## src/sv/bscp_pkg.sv

```systemverilog
// ============================================================================
// bscp_pkg
// Shared types, codes and table functions for the five-bit shift code
// translator.
// ============================================================================
package bscp_pkg;

    // Shift and filler codes of the five-bit alphabet
    localparam logic [4:0] FIGS_CODE  = 5'h1B;
    localparam logic [4:0] LTRS_CODE  = 5'h1F;
    localparam logic [4:0] SPACE_CODE = 5'h04;

    // Operation codes
    localparam logic OP_DECODE = 1'b0;
    localparam logic OP_ENCODE = 1'b1;

    // Configuration register map
    localparam int unsigned CFG_IDX_W = 1;
    localparam logic [CFG_IDX_W-1:0] REG_PARITY_ENABLE = 1'd0;
    localparam logic [CFG_IDX_W-1:0] REG_EVEN_PARITY   = 1'd1;

    // Result queue depth (must hold two results of one item, so at least 2)
    localparam int unsigned RQ_DEPTH = 4;

    typedef struct packed {
        logic [7:0] out_value;
        logic       out_present;
        logic       parity_error;
        logic       last;
    } result_t;

    // Translator output: one or two results plus the mode left behind
    typedef struct packed {
        logic    two;
        result_t res_a;
        result_t res_b;
        logic    next_mode;
    } xlate_t;

    typedef struct packed {
        logic       found;
        logic [4:0] idx;
    } lookup_t;

    // Letters table, code to character
    function automatic logic [7:0] ltrs_char(input logic [4:0] code);
        logic [7:0] ch;
        unique case (code)
            5'd0:  ch = 8'h00;
            5'd1:  ch = "E";
            5'd2:  ch = 8'h0A;
            5'd3:  ch = "A";
            5'd4:  ch = " ";
            5'd5:  ch = "S";
            5'd6:  ch = "I";
            5'd7:  ch = "U";
            5'd8:  ch = 8'h0D;
            5'd9:  ch = "D";
            5'd10: ch = "R";
            5'd11: ch = "J";
            5'd12: ch = "N";
            5'd13: ch = "F";
            5'd14: ch = "C";
            5'd15: ch = "K";
            5'd16: ch = "T";
            5'd17: ch = "Z";
            5'd18: ch = "L";
            5'd19: ch = "W";
            5'd20: ch = "H";
            5'd21: ch = "Y";
            5'd22: ch = "P";
            5'd23: ch = "Q";
            5'd24: ch = "O";
            5'd25: ch = "B";
            5'd26: ch = "G";
            5'd27: ch = " ";
            5'd28: ch = "M";
            5'd29: ch = "X";
            5'd30: ch = "V";
            default: ch = 8'h00;
        endcase
        return ch;
    endfunction

    // Figures table, code to character
    function automatic logic [7:0] figs_char(input logic [4:0] code);
        logic [7:0] ch;
        unique case (code)
            5'd0:  ch = 8'h00;
            5'd1:  ch = "3";
            5'd2:  ch = 8'h0A;
            5'd3:  ch = "-";
            5'd4:  ch = " ";
            5'd5:  ch = 8'h07;
            5'd6:  ch = "8";
            5'd7:  ch = "7";
            5'd8:  ch = 8'h0D;
            5'd9:  ch = "2";
            5'd10: ch = "4";
            5'd11: ch = 8'h07;
            5'd12: ch = ",";
            5'd13: ch = "!";
            5'd14: ch = ":";
            5'd15: ch = "(";
            5'd16: ch = "5";
            5'd17: ch = 8'h22;
            5'd18: ch = ")";
            5'd19: ch = "2";
            5'd20: ch = "#";
            5'd21: ch = "6";
            5'd22: ch = "0";
            5'd23: ch = "1";
            5'd24: ch = "9";
            5'd25: ch = "?";
            5'd26: ch = "&";
            5'd27: ch = " ";
            5'd28: ch = ".";
            5'd29: ch = "/";
            5'd30: ch = "=";
            default: ch = 8'h00;
        endcase
        return ch;
    endfunction

    // Letters table, character to lowest matching code
    function automatic lookup_t ltrs_find(input logic [7:0] ch);
        lookup_t r;
        r.found = 1'b1;
        unique case (ch)
            8'h00: r.idx = 5'd0;
            "E":   r.idx = 5'd1;
            8'h0A: r.idx = 5'd2;
            "A":   r.idx = 5'd3;
            " ":   r.idx = 5'd4;
            "S":   r.idx = 5'd5;
            "I":   r.idx = 5'd6;
            "U":   r.idx = 5'd7;
            8'h0D: r.idx = 5'd8;
            "D":   r.idx = 5'd9;
            "R":   r.idx = 5'd10;
            "J":   r.idx = 5'd11;
            "N":   r.idx = 5'd12;
            "F":   r.idx = 5'd13;
            "C":   r.idx = 5'd14;
            "K":   r.idx = 5'd15;
            "T":   r.idx = 5'd16;
            "Z":   r.idx = 5'd17;
            "L":   r.idx = 5'd18;
            "W":   r.idx = 5'd19;
            "H":   r.idx = 5'd20;
            "Y":   r.idx = 5'd21;
            "P":   r.idx = 5'd22;
            "Q":   r.idx = 5'd23;
            "O":   r.idx = 5'd24;
            "B":   r.idx = 5'd25;
            "G":   r.idx = 5'd26;
            "M":   r.idx = 5'd28;
            "X":   r.idx = 5'd29;
            "V":   r.idx = 5'd30;
            default:
            begin
                r.found = 1'b0;
                r.idx   = SPACE_CODE;
            end
        endcase
        return r;
    endfunction

    // Figures table, character to lowest matching code
    function automatic lookup_t figs_find(input logic [7:0] ch);
        lookup_t r;
        r.found = 1'b1;
        unique case (ch)
            8'h00: r.idx = 5'd0;
            "3":   r.idx = 5'd1;
            8'h0A: r.idx = 5'd2;
            "-":   r.idx = 5'd3;
            " ":   r.idx = 5'd4;
            8'h07: r.idx = 5'd5;
            "8":   r.idx = 5'd6;
            "7":   r.idx = 5'd7;
            8'h0D: r.idx = 5'd8;
            "2":   r.idx = 5'd9;
            "4":   r.idx = 5'd10;
            ",":   r.idx = 5'd12;
            "!":   r.idx = 5'd13;
            ":":   r.idx = 5'd14;
            "(":   r.idx = 5'd15;
            "5":   r.idx = 5'd16;
            8'h22: r.idx = 5'd17;
            ")":   r.idx = 5'd18;
            "#":   r.idx = 5'd20;
            "6":   r.idx = 5'd21;
            "0":   r.idx = 5'd22;
            "1":   r.idx = 5'd23;
            "9":   r.idx = 5'd24;
            "?":   r.idx = 5'd25;
            "&":   r.idx = 5'd26;
            ".":   r.idx = 5'd28;
            "/":   r.idx = 5'd29;
            "=":   r.idx = 5'd30;
            default:
            begin
                r.found = 1'b0;
                r.idx   = SPACE_CODE;
            end
        endcase
        return r;
    endfunction

    // Five-bit code with optional parity in bit 5
    function automatic logic [7:0] add_parity(input logic [4:0] code,
                                              input logic       par_en,
                                              input logic       even);
        logic odd;
        logic set;
        odd = ^code;
        set = even ? odd : ~odd;
        return {2'b00, par_en & set, code};
    endfunction

endpackage

```

## src/sv/bscp_if.sv

```systemverilog
// ============================================================================
// bscp channel interfaces
// Request, result and configuration write channels, valid/ready handshake.
// ============================================================================
interface bscp_req_if;
    logic       valid;
    logic       ready;
    logic       operation;
    logic       start_req;
    logic [7:0] in_value;

    modport source (output valid, operation, start_req, in_value, input ready);
    modport sink   (input valid, operation, start_req, in_value, output ready);
endinterface

interface bscp_rsp_if;
    logic       valid;
    logic       ready;
    logic [7:0] out_value;
    logic       out_present;
    logic       parity_error;
    logic       last;

    modport source (output valid, out_value, out_present, parity_error, last,
                    input ready);
    modport sink   (input valid, out_value, out_present, parity_error, last,
                    output ready);
endinterface

interface bscp_cfg_if;
    logic       valid;
    logic       ready;
    logic [0:0] reg_index;
    logic       wr_data;

    modport source (output valid, reg_index, wr_data, input ready);
    modport sink   (input valid, reg_index, wr_data, output ready);
endinterface

```

## src/sv/bscp_xlate.sv

```systemverilog
// ============================================================================
// bscp_xlate
// Translation logic for one registered item: encode or decode, parity and
// the letters/figures mode update.
// ============================================================================
module bscp_xlate
(
    input  logic              operation,
    input  logic              start_req,
    input  logic [7:0]        in_value,
    input  logic              mode,
    input  logic              parity_enable,
    input  logic              even_parity,
    output bscp_pkg::xlate_t  xl
);
    import bscp_pkg::*;

    logic       mode_cur;
    logic [7:0] ch_up;
    lookup_t    hit_l;
    lookup_t    hit_f;
    logic       need;
    logic [4:0] enc_idx;
    logic [4:0] code;
    logic [7:0] dec_ch;
    logic       perr;

    // start of message forces letters mode
    assign mode_cur = start_req ? 1'b0 : mode;

    // encode: upper-case a..z, look up both tables
    assign ch_up   = (in_value >= "a" && in_value <= "z") ? (in_value - 8'h20) : in_value;
    assign hit_l   = ltrs_find(ch_up);
    assign hit_f   = figs_find(ch_up);
    assign need    = hit_f.found & ~hit_l.found;
    assign enc_idx = need ? hit_f.idx : hit_l.idx;

    // decode: parity over bits 0..5, table lookup on the low five bits
    assign code   = in_value[4:0];
    assign dec_ch = mode_cur ? figs_char(code) : ltrs_char(code);
    assign perr   = parity_enable & (even_parity ? (^in_value[5:0]) : ~(^in_value[5:0]));

    // result assembly
    always_comb
    begin
        xl = '0;
        if (operation == OP_ENCODE)
        begin
            xl.next_mode = need;
            if (need != mode_cur)
            begin
                xl.two                = 1'b1;
                xl.res_a.out_value    = add_parity(need ? FIGS_CODE : LTRS_CODE,
                                                   parity_enable, even_parity);
                xl.res_a.out_present  = 1'b1;
                xl.res_b.out_value    = add_parity(enc_idx, parity_enable, even_parity);
                xl.res_b.out_present  = 1'b1;
                xl.res_b.last         = 1'b1;
            end
            else
            begin
                xl.res_a.out_value    = add_parity(enc_idx, parity_enable, even_parity);
                xl.res_a.out_present  = 1'b1;
                xl.res_a.last         = 1'b1;
            end
        end
        else
        begin
            xl.res_a.parity_error = perr;
            xl.res_a.last         = 1'b1;
            priority if (code == FIGS_CODE)
            begin
                xl.next_mode = 1'b1;
            end
            else if (code == LTRS_CODE)
            begin
                xl.next_mode = 1'b0;
            end
            else
            begin
                xl.next_mode         = mode_cur;
                xl.res_a.out_value   = dec_ch;
                xl.res_a.out_present = (dec_ch != 8'h00);
            end
        end
    end

endmodule

```

## src/sv/bscp_rq.sv

```systemverilog
// ============================================================================
// bscp_rq
// Result queue: takes one or two results per cycle, hands out one per
// transaction on the result channel.
// ============================================================================
module bscp_rq
#(
    parameter int unsigned DEPTH = bscp_pkg::RQ_DEPTH
)
(
    input  logic              clk,
    input  logic              rst_n,
    input  logic              push,
    input  bscp_pkg::xlate_t  xl,
    output logic              room,
    bscp_rsp_if.source        rsp
);
    import bscp_pkg::*;

    localparam int unsigned PTR_W = (DEPTH > 1) ? $clog2(DEPTH) : 1;
    localparam int unsigned CNT_W = $clog2(DEPTH + 1);
    localparam logic [PTR_W-1:0] LAST_SLOT = PTR_W'(DEPTH - 1);
    localparam logic [CNT_W-1:0] ROOM_MAX  = CNT_W'(DEPTH - 2);

    result_t          store_reg [DEPTH];
    logic [PTR_W-1:0] wr_ptr_reg, wr_ptr_next;
    logic [PTR_W-1:0] rd_ptr_reg, rd_ptr_next;
    logic [CNT_W-1:0] count_reg, count_next;
    logic [PTR_W-1:0] wr_ptr_b;
    logic             pop;
    logic [1:0]       n_push;

    function automatic logic [PTR_W-1:0] ptr_inc(input logic [PTR_W-1:0] p);
        return (p == LAST_SLOT) ? '0 : p + 1'b1;
    endfunction

    assign wr_ptr_b = ptr_inc(wr_ptr_reg);
    assign pop      = rsp.valid & rsp.ready;
    assign n_push   = push ? (xl.two ? 2'd2 : 2'd1) : 2'd0;
    assign room     = (count_reg <= ROOM_MAX);

    // pointer and fill count update
    always_comb
    begin
        wr_ptr_next = wr_ptr_reg;
        if (push)
        begin
            wr_ptr_next = xl.two ? ptr_inc(wr_ptr_b) : wr_ptr_b;
        end
        rd_ptr_next = pop ? ptr_inc(rd_ptr_reg) : rd_ptr_reg;
        count_next  = count_reg + CNT_W'(n_push) - CNT_W'(pop);
    end

    always_ff @(posedge clk or negedge rst_n)
    begin
        if (!rst_n)
        begin
            wr_ptr_reg <= '0;
            rd_ptr_reg <= '0;
            count_reg  <= '0;
        end
        else
        begin
            wr_ptr_reg <= wr_ptr_next;
            rd_ptr_reg <= rd_ptr_next;
            count_reg  <= count_next;
        end
    end

    // storage, no reset
    always_ff @(posedge clk)
    begin
        if (push)
        begin
            store_reg[wr_ptr_reg] <= xl.res_a;
            if (xl.two)
            begin
                store_reg[wr_ptr_b] <= xl.res_b;
            end
        end
    end

    // head of queue to the result channel
    assign rsp.valid        = (count_reg != '0);
    assign rsp.out_value    = store_reg[rd_ptr_reg].out_value;
    assign rsp.out_present  = store_reg[rd_ptr_reg].out_present;
    assign rsp.parity_error = store_reg[rd_ptr_reg].parity_error;
    assign rsp.last         = store_reg[rd_ptr_reg].last;

endmodule

```

## src/sv/baudot_shift_codec_with_parity_top.sv

```systemverilog
// ============================================================================
// baudot_shift_codec_with_parity_top
// Five-bit shift code translator (letters/figures) with optional parity.
// ============================================================================
// Each request transaction is captured in an input register; from there it is
// translated and its one or two results enter a small result queue once the
// queue has space for two results. A request can be accepted every cycle as
// long as the queue has space for two results; the result channel moves one
// result per cycle while the receiver is ready, so an encode that needs a shift
// code puts two results on the result channel, the shift code first.
// Configuration writes are always accepted and are registered before they take effect.
module baudot_shift_codec_with_parity_top
#(
    parameter int unsigned RQ_DEPTH = bscp_pkg::RQ_DEPTH
)
(
    input  logic        clk,
    input  logic        rst_n,
    bscp_req_if.sink    req,
    bscp_rsp_if.source  rsp,
    bscp_cfg_if.sink    cfg
);
    import bscp_pkg::*;

    logic       s1_valid_reg, s1_valid_next;
    logic       s1_op_reg;
    logic       s1_start_reg;
    logic [7:0] s1_value_reg;
    logic       mode_reg, mode_next;
    logic       par_en_reg;
    logic       even_reg;
    logic       room;
    logic       advance;
    logic       accept;
    xlate_t     xl;

    // input register handshake
    assign advance   = s1_valid_reg & room;
    assign req.ready = ~s1_valid_reg | room;
    assign accept    = req.valid & req.ready;
    assign s1_valid_next = accept ? 1'b1 : (advance ? 1'b0 : s1_valid_reg);
    assign mode_next     = advance ? xl.next_mode : mode_reg;

    always_ff @(posedge clk or negedge rst_n)
    begin
        if (!rst_n)
        begin
            s1_valid_reg <= 1'b0;
            mode_reg     <= 1'b0;
        end
        else
        begin
            s1_valid_reg <= s1_valid_next;
            mode_reg     <= mode_next;
        end
    end

    always_ff @(posedge clk)
    begin
        if (accept)
        begin
            s1_op_reg    <= req.operation;
            s1_start_reg <= req.start_req;
            s1_value_reg <= req.in_value;
        end
    end

    // configuration registers
    assign cfg.ready = 1'b1;

    always_ff @(posedge clk or negedge rst_n)
    begin
        if (!rst_n)
        begin
            par_en_reg <= 1'b0;
            even_reg   <= 1'b1;
        end
        else if (cfg.valid)
        begin
            unique case (cfg.reg_index)
                REG_PARITY_ENABLE: par_en_reg <= cfg.wr_data;
                REG_EVEN_PARITY:   even_reg   <= cfg.wr_data;
                default:           ;
            endcase
        end
    end

    // translation
    bscp_xlate u_xlate
    (
        .operation     (s1_op_reg),
        .start_req     (s1_start_reg),
        .in_value      (s1_value_reg),
        .mode          (mode_reg),
        .parity_enable (par_en_reg),
        .even_parity   (even_reg),
        .xl            (xl)
    );

    // result queue
    bscp_rq #(.DEPTH(RQ_DEPTH)) u_rq
    (
        .clk   (clk),
        .rst_n (rst_n),
        .push  (advance),
        .xl    (xl),
        .room  (room),
        .rsp   (rsp)
    );

    // checks
    a_shift_then_char: assert property (@(posedge clk) disable iff (!rst_n)
        (advance && xl.two) |-> (!xl.res_a.last && xl.res_b.last))
        else $error("two-result item without last on second result only");

    a_pair_together: assert property (@(posedge clk) disable iff (!rst_n)
        (rsp.valid && rsp.ready && !rsp.last) |=> rsp.valid)
        else $error("second result of an item missing from the queue");

    a_ltrs_clears_mode: assert property (@(posedge clk) disable iff (!rst_n)
        (advance && s1_op_reg == OP_DECODE && s1_value_reg[4:0] == LTRS_CODE)
        |=> !mode_reg)
        else $error("letters shift did not clear figures mode");

    a_no_accept_without_room: assert property (@(posedge clk) disable iff (!rst_n)
        (s1_valid_reg && !room) |-> !req.ready)
        else $error("request taken while input register is blocked");

endmodule
```

## src/flat_wrapper.sv

```systemverilog
// flat-port wrapper written by rule: the top's interface ports become plain ports
module baudot_shift_codec_with_parity_top_flat import bscp_pkg::*;
#(
    parameter int unsigned RQ_DEPTH = bscp_pkg::RQ_DEPTH
)
  (clk, rst_n, req_valid, req_operation, req_start_req, req_in_value, req_ready, rsp_valid, rsp_out_value, rsp_out_present, rsp_parity_error, rsp_last, rsp_ready, cfg_valid, cfg_reg_index, cfg_wr_data, cfg_ready);
  bscp_req_if req_i ();
  bscp_rsp_if rsp_i ();
  bscp_cfg_if cfg_i ();
  input  logic clk;
  input  logic rst_n;
  input wire logic [$bits(req_i.valid)-1:0] req_valid;
  input wire logic [$bits(req_i.operation)-1:0] req_operation;
  input wire logic [$bits(req_i.start_req)-1:0] req_start_req;
  input wire logic [$bits(req_i.in_value)-1:0] req_in_value;
  output wire logic [$bits(req_i.ready)-1:0] req_ready;
  output wire logic [$bits(rsp_i.valid)-1:0] rsp_valid;
  output wire logic [$bits(rsp_i.out_value)-1:0] rsp_out_value;
  output wire logic [$bits(rsp_i.out_present)-1:0] rsp_out_present;
  output wire logic [$bits(rsp_i.parity_error)-1:0] rsp_parity_error;
  output wire logic [$bits(rsp_i.last)-1:0] rsp_last;
  input wire logic [$bits(rsp_i.ready)-1:0] rsp_ready;
  input wire logic [$bits(cfg_i.valid)-1:0] cfg_valid;
  input wire logic [$bits(cfg_i.reg_index)-1:0] cfg_reg_index;
  input wire logic [$bits(cfg_i.wr_data)-1:0] cfg_wr_data;
  output wire logic [$bits(cfg_i.ready)-1:0] cfg_ready;
  assign req_i.valid = req_valid;
  assign req_i.operation = req_operation;
  assign req_i.start_req = req_start_req;
  assign req_i.in_value = req_in_value;
  assign req_ready = req_i.ready;
  assign rsp_valid = rsp_i.valid;
  assign rsp_out_value = rsp_i.out_value;
  assign rsp_out_present = rsp_i.out_present;
  assign rsp_parity_error = rsp_i.parity_error;
  assign rsp_last = rsp_i.last;
  assign rsp_i.ready = rsp_ready;
  assign cfg_i.valid = cfg_valid;
  assign cfg_i.reg_index = cfg_reg_index;
  assign cfg_i.wr_data = cfg_wr_data;
  assign cfg_ready = cfg_i.ready;
  baudot_shift_codec_with_parity_top #(.RQ_DEPTH(RQ_DEPTH)) u_core (.clk(clk), .rst_n(rst_n), .req(req_i), .rsp(rsp_i), .cfg(cfg_i));
endmodule
```

## config.mk

```make
export PLATFORM = sky130hd
export DESIGN_NAME = baudot_shift_codec_with_parity_top_flat
export DESIGN_NICKNAME = d
export VERILOG_FILES = /design/src/sv/bscp_pkg.sv /design/src/sv/bscp_if.sv /design/src/sv/bscp_xlate.sv /design/src/sv/bscp_rq.sv /design/src/sv/baudot_shift_codec_with_parity_top.sv /design/src/flat_wrapper.sv
export SDC_FILE = /design/constraint.sdc
export NUM_CORES = 1
export LEC_CHECK = 0
export BUFFER_PORTS_ARGS = -buffer_cell sky130_fd_sc_hd__clkbuf_2
export CORE_ASPECT_RATIO = 2
export CORE_MARGIN = 1
export CORE_UTILIZATION = 45
export CTS_CLUSTER_SIZE = 30
export DETAILED_ROUTE_END_ITERATION = 12
export PLACE_DENSITY = 0.73
export SKIP_CTS_REPAIR_TIMING = 1
export SYNTH_ARGS = -nofsm -noshare
export SYNTH_HDL_FRONTEND = slang
export SYNTH_SLANG_ARGS = --single-unit
```

## constraint.sdc

```tcl
create_clock -name clk -period 6 [get_ports clk]
set_input_delay 0.9 -clock clk [delete_from_list [all_inputs] [get_ports clk]]
set_output_delay 0.9 -clock clk [all_outputs]
set_load 0.01 [all_outputs]
```

Word level (Yosys, flattened, before mapping):

Memory sizes are Yosys's and may differ from the RTL's. A register that Yosys moved wholly into a read port is not among the register bits.
Index checks and enable logic that the tools add are counted.

* bits in registers: 21
* memory bits (writable): 44
* bits in read-only memories: 416
* bits of input ports: 17
* output and inout bits: 14
* logic and storage cells: 148
* memories: 3

Memory list
* (name not given): depth 32, width 7, read ports 1, clocked after Yosys merged registers in 1, wr ports 0, line bscp_pkg.sv:48 `unique case (code)`
* (name not given): depth 32, width 6, read ports 1, clocked after Yosys merged registers in 1, wr ports 0, line bscp_pkg.sv:88 `unique case (code)`
* u_core.u_rq.store_reg: depth 4, width 11, read ports 1, clocked after Yosys merged registers in 0, wr ports 2, line bscp_rq.sv:25 `result_t store_reg [DEPTH];`

* add/subtract/negate cells: 6
* order comparisons: 3
* equal/unequal tests: 59
* multiplexer cells: 41
* bitwise logic cells: 14
* reduce and logical (&&, ||, !) cells: 12

Operator list (number)
* $eq A8 B7 Y1 const B: 26
* $eq A8 B6 Y1 const B: 24
* $pmux W5 S29: 1
* $pmux W5 S27: 1
* $mux W9: 4
* $reduce_or A30 Y1: 1
* $reduce_or A28 Y1: 1
* $mux W1: 21
* $eq A8 B4 Y1 const B: 2
* $mux W8: 2
* $mux W5: 3
* $mux W7: 2
* $mux W2: 6
* $eq A5 B5 Y1 const B: 2
* $reduce_xor A5 Y1: 2
* $eq A8 B3 Y1 const B: 1
* $ge A8 B7 Y1 const B: 1
* $le A8 B7 Y1 const B: 1
* $logic_not A8 Y1: 1
* $reduce_bool A8 Y1: 1
* $sub A8 B6 Y8 const B: 1
* $and A1 B1 Y1: 7
* $add A2 B1 Y2 const B: 3
* $eq A2 B2 Y1 const B: 3
* 12 further kinds: 18

Depth between registers and ports, before layout:

* depth after elaboration: 15
* mapped depth: 21
* gate-level depth less buffers: 18

Cells and area by module:

From an unflattened synthesis, not the netlist that was laid out.

* cell total of the unflattened synthesis: 561
* area, all modules: 5375.2 sq um

Modules (own cells, without submodules)
* bscp_rq: instances 1, cells each 161, area an instance 2643.8 sq um, sequential area each 1496.4 sq um
* bscp_xlate: instances 1, cells each 375, area an instance 2243.4 sq um, sequential area each 0.0 sq um
* baudot_shift_codec_with_parity_top: instances 1, cells each 25, area an instance 488.0 sq um, sequential area each 401.6 sq um

Least setup slack after synthesis:

Ideal clock, no wire load.

* path type: register -> register
* start: register u_core.s1_value_reg[5]
* end: register u_core.u_rq.count_reg[2]
* setup time: 0.123 ns
* arrival time: 4.404 ns
* data required time: 5.877 ns
* setup slack: 1.474 ns
* cell stages (with the launch flop): 20
* buffers on the path: 2
* period minus slack after synthesis: 4.526 ns
* cells stage by stage: edfxtp_1 > clkbuf_1 > inv_1 > ha_1 > and3_1 > a221oi_2 > a21boi_0 > o32ai_2 > a211oi_4 > xnor2_1 > buf_2 > nand2_2 > nand2_1 > ha_1 > inv_1 > ha_1 > inv_1 > fa_1 > xor2_1 > xnor2_1

* word-level cells in the longest chain between the ends: 15
* elaborated cells on any way between the ends: 72
* classes of those cells: 3 x add/sub; 2 x order compare; 54 x eq/ne; 7 x mux; 2 x bitwise; 4 x reduce/logical

RTL lines
* start: declaration: line baudot_shift_codec_with_parity_top.sv:28 `logic [7:0] s1_value_reg;`
* start signal: assignment: line baudot_shift_codec_with_parity_top.sv:64 `s1_value_reg <= req.in_value;`
* $ge A8 B7 Y1 / $le A8 B7 Y1 (equally long branches): line bscp_xlate.sv:32 `assign ch_up = (in_value >= "a" && in_value <= "z") ? (in_value - 8'h20) : in_value;`
* $logic_and A1 B1 Y1: line bscp_xlate.sv:32
* $mux W8 (*): line bscp_xlate.sv:32
* $eq A8 B4 Y1 (tied with other cells): line bscp_pkg.sv:129, bscp_pkg.sv:173
* $reduce_or A30 Y1 (no source line)
* $mux W1: line bscp_pkg.sv:129 `unique case (ch)`
* $not A1 Y1: line bscp_xlate.sv:35 `assign need = hit_f.found & ~hit_l.found;`
* $and A1 B1 Y1 (*): line bscp_xlate.sv:35
* $ne A1 B1 Y1 (*): line bscp_xlate.sv:50 `if (need != mode_cur)`
* $mux W1 (*): line bscp_xlate.sv:50
* $mux W1 (*): line bscp_xlate.sv:47 `if (operation == OP_ENCODE)`
* $mux W2 (*) (2 in series): line bscp_rq.sv:39 `assign n_push = push ? (xl.two ? 2'd2 : 2'd1) : 2'd0;`
* $add A3 B2 Y3 (*): line bscp_rq.sv:51 `count_next = count_reg + CNT_W'(n_push) - CNT_W'(pop);`
* $sub A3 B1 Y3 (*): line bscp_rq.sv:51
* named net u_core.u_rq.count_next[2]: line bscp_rq.sv:28 `logic [CNT_W-1:0] count_reg, count_next;`
* end signal: assignment: line bscp_rq.sv:66 `count_reg <= count_next;`
* end: declaration: line bscp_rq.sv:28

Mark *: on every way through the listed nets, which the timed path passes. The rest lies on a longest branch.
A chain may end at the register's enable or synchronous reset.

Final worst setup path:

* start: register u_core.s1_value_reg[2]
* end: register u_core.u_rq.count_reg[2]

The elaborated chain is that of the path after synthesis.

==> impl_metrics.tcl <==
set metrics [dict create \
    rows 58 \
    peakVddDrop_mv 0.327 \
    critPathBufInv 2 \
    reg2reg_slack_ps 650 \
    hp-class "input pin to asynchronous set/reset pin" \
    dp.final_hpwl_um 12600 \
    totalNegativeSetupSlack_ps 0 \
    cts_buffer_depth 2 \
    clk_latency_ps 350 \
    relSlewSlack_pct 43.7 \
    antenna_left 0 \
    finalCritPeriodShare_pct 89.1 \
    worst_setup_path_end_kind "flip-flop" \
    drive_gt1_share_pct 12.2 \
    drc 0 \
    synth_cells 688 \
    combPwrFrac_pct 56.2 \
    nFillCells 1160 \
    postSynth.asyncResetShare_pct 14.9 \
    leakagePower_nw 2.44 \
    firstDrtPassIters 6 \
    mappedNetlistNets 734 \
    routed_via_density 6.46 \
    hold_viol 0 \
    p_clk_share_pct 17.7 \
    r2r-end "u_core.u_rq.count_reg[2]" \
    gp_congestion 0.965 \
    pwr-share-seq_pct 26.1 \
    cp_slowest_stage_delay_ps 650 \
    worst_pin_slew_ps 843 \
    regArea_um2 1960 \
    initial_core_util_pct 46.2 \
    dpl_cell_area_um2 6030 \
    ys_warn_count 0 \
    synth.yosys.seq_area_share_pct 33.7 \
    synth_area_leader_cell "edfxtp_1" \
    rsz0062_at_grt "false" \
    criticalPathCategory "flip-flop to flip-flop" \
    internal_power_w 0.00178 \
    critPathSlowestCell "ha_1" \
    core_area_um2 12600 \
    r2r_cells 16 \
    port_buffers 28 \
    grt_overflow 0 \
    startpoint_type "flip-flop" \
    cts.clk_slew.worst_paths_ps 60 \
    die-area_um2 13400 \
    grt_util_all_layers_pct 26.1 \
    num_vias 5463 \
    fin_crit_ps 5350 \
    p_sw_w 0.00150 \
    cts-root-buf "clkbuf_16" \
    synth-seq-cells 74 \
    path_cells "inv_1 > ha_1 > a21oi_1 > a21o_1 > a32o_1 > a211oi_1 > o211ai_1 > a211oi_4 > xnor2_1 > buf_4 > nor2_1 > nand2_1 > ha_1 > fa_1 > xor2_1 > xnor2_1" \
    clock_skew_ps 10.7 \
    cts_buffers 9 \
    final_cell_area_um2 6350 \
    clock-sinks 74 \
    die_h_um 163 \
    status "finished, final reports clean" \
    syn_to_final_growth_pct 9.44 \
    avgSynthCellArea_um2 8.43 \
    grt_pass1_vias 5270 \
    critPathTopFamily "compound AO/OA/AOI/OAI gates" \
    wl_um 16700 \
    cts_tree "yes" \
    grt_start_max_net_pins 39 \
    utilization_pct 50.6 \
    htreeDepth 3 \
    finalMaxSlewViolations 0 \
    synthFlopType "edfxtp_1" \
    cp.arrival_ps 5580 \
    synthTopCellsByArea "edfxtp_1 (22%), dfxtp_1 (7.2%), ha_1 (6.0%), nand2_1 (6.0%), a21oi_1 (5.0%)" \
    synth_cell_type_count 73 \
    drt_iter0_drc 488 \
    grt_pass1_wl_um 26100 \
    antenna_found_initial 0 \
    switching_share_pct 45.7 \
    boundaryPins 31 \
    regToRegStartpoint "u_core.s1_value_reg[2]" \
    hold_slack_ps 457 \
    p_per_area_nw_per_um2 518 \
    die_w_um 82.3 \
    required_ps 6230 \
    synth_top_area_share_pct 21.7 \
    maxCapViolCount 0 \
    antennaDiodeCount 0 \
    synth_edf_count 42 \
    nNetsFinal 737 \
    clock.fmax_mhz 187 \
    multi_input_area_um2 3550 \
    avgRoutedWirePerCell_um 19.7 \
    finalSetupViolCount 0 \
    critPathMaxFanout 21 \
    syn_area_um2 5800 \
]
worst reg2reg max path, cell delays in order, from the launching register on:
cell	delay, ps
edfxtp_1	420
inv_1	150
ha_1	650
a21oi_1	140
a21o_1	250
a32o_1	380
a211oi_1	480
o211ai_1	220
a211oi_4	500
xnor2_1	110
buf_4	210
nor2_1	560
nand2_1	130
ha_1	320
fa_1	440
xor2_1	160
xnor2_1	120
synthesized netlist by cell type (9+ instances only):
master    count
a31oi_1      16
nor2b_1       9
a21oi_1      58
nand3_1      20
clkbuf_1     40
xnor2_1      12
dfxtp_1      21
nand2_1      93
edfxtp_1     42
a22o_1       11
a21o_1       11
ha_1         28
inv_1        23
mux2i_1      10
mux4_2       11
dfrtp_1      10
o21ai_0      56
o211ai_1      9
nor2_1       62
nor3_1       16
power by group through the flow:
| stage | registers, W | clock network, W | logic (W) |
|---|---|---|---|
| 3_5_place_dp | 0.000872 | 0 | 0.00180 |
| 3_3_place_gp | 0.000865 | 0 | 0.00177 |
| 5_1_grt | 0.000883 | 0.000606 | 0.00201 |
| 2_1_floorplan | 0.000803 | 0 | 0.00140 |
| 6_report | 0.000858 | 0.000583 | 0.00185 |
| 4_1_cts | 0.000862 | 0.000587 | 0.00181 |
metal layers:
metal  global-route usage, %  wire length [um]  vias to the layer above
met4                    16.5               906                        0
met5                       0                 0                        -
li1                        -                 -                     2544
met2                    48.6              9300                      284
met3                    4.15               823                       68
met1                    25.1              5660                     2567
placed cells by master, fill, tap and decap left out, types with 20 or more instances in the layout:
cell      synthesis  layout
nand2_1          93      93
nor2_1           62      62
a21oi_1          58      58
o21ai_0          56      56
edfxtp_1         42      42
ha_1             28      28
clkbuf_2          0      28
inv_1            23      23
dfxtp_1          21      21
nand3_1          20      20
cell families after synthesis:
group | synth area share [%]
other | 0.129
multiplexers | 7.16
AND/OR/NAND/NOR | 18.3
adder cells (fa/ha/maj) | 6.55
AO/OA/AOI/OAI | 26.7
flip-flops | 33.7
XOR/XNOR | 2.41
buffers and inverters | 5.07
final cells by class:
cell class / count / share of cell area [%]
multi-input combinational: 540 / 55.9
inverter: 24 / 1.42
clock inverter: 6 / 1.42
sequential: 74 / 30.8
clock buffer: 10 / 3.61
timing repair buffer: 42 / 3.86
tap: 150 / 2.96
stage by stage:
step,total power [W],worst slack [ps],cells
after global routing,0.00350,254,846
after floorplan,0.00220,1470,688
after CTS,0.00326,698,846
after global placement,0.00263,887,830
final,0.00329,653,846
after detailed placement,0.00267,688,830
worst max-delay path by stage:
| stage | endpoint | from | slack, ps | cells after the start |
|---|---|---|---|---|
| after CTS | u_core.u_rq.count_reg[2] | u_core.s1_value_reg[2] | 700 | 16 |
| after floorplan | u_core.u_rq.count_reg[2] | u_core.s1_value_reg[5] | 1470 | 19 |
| after global routing | u_core.u_rq.count_reg[2] | u_core.s1_value_reg[2] | 250 | 16 |
| after global placement | u_core.u_rq.count_reg[2] | u_core.s1_value_reg[2] | 890 | 16 |
| final | u_core.u_rq.count_reg[2] | u_core.s1_value_reg[2] | 650 | 16 |
| after detailed placement | u_core.u_rq.count_reg[2] | u_core.s1_value_reg[2] | 690 | 16 |
(Power assumes the default switching activity.)
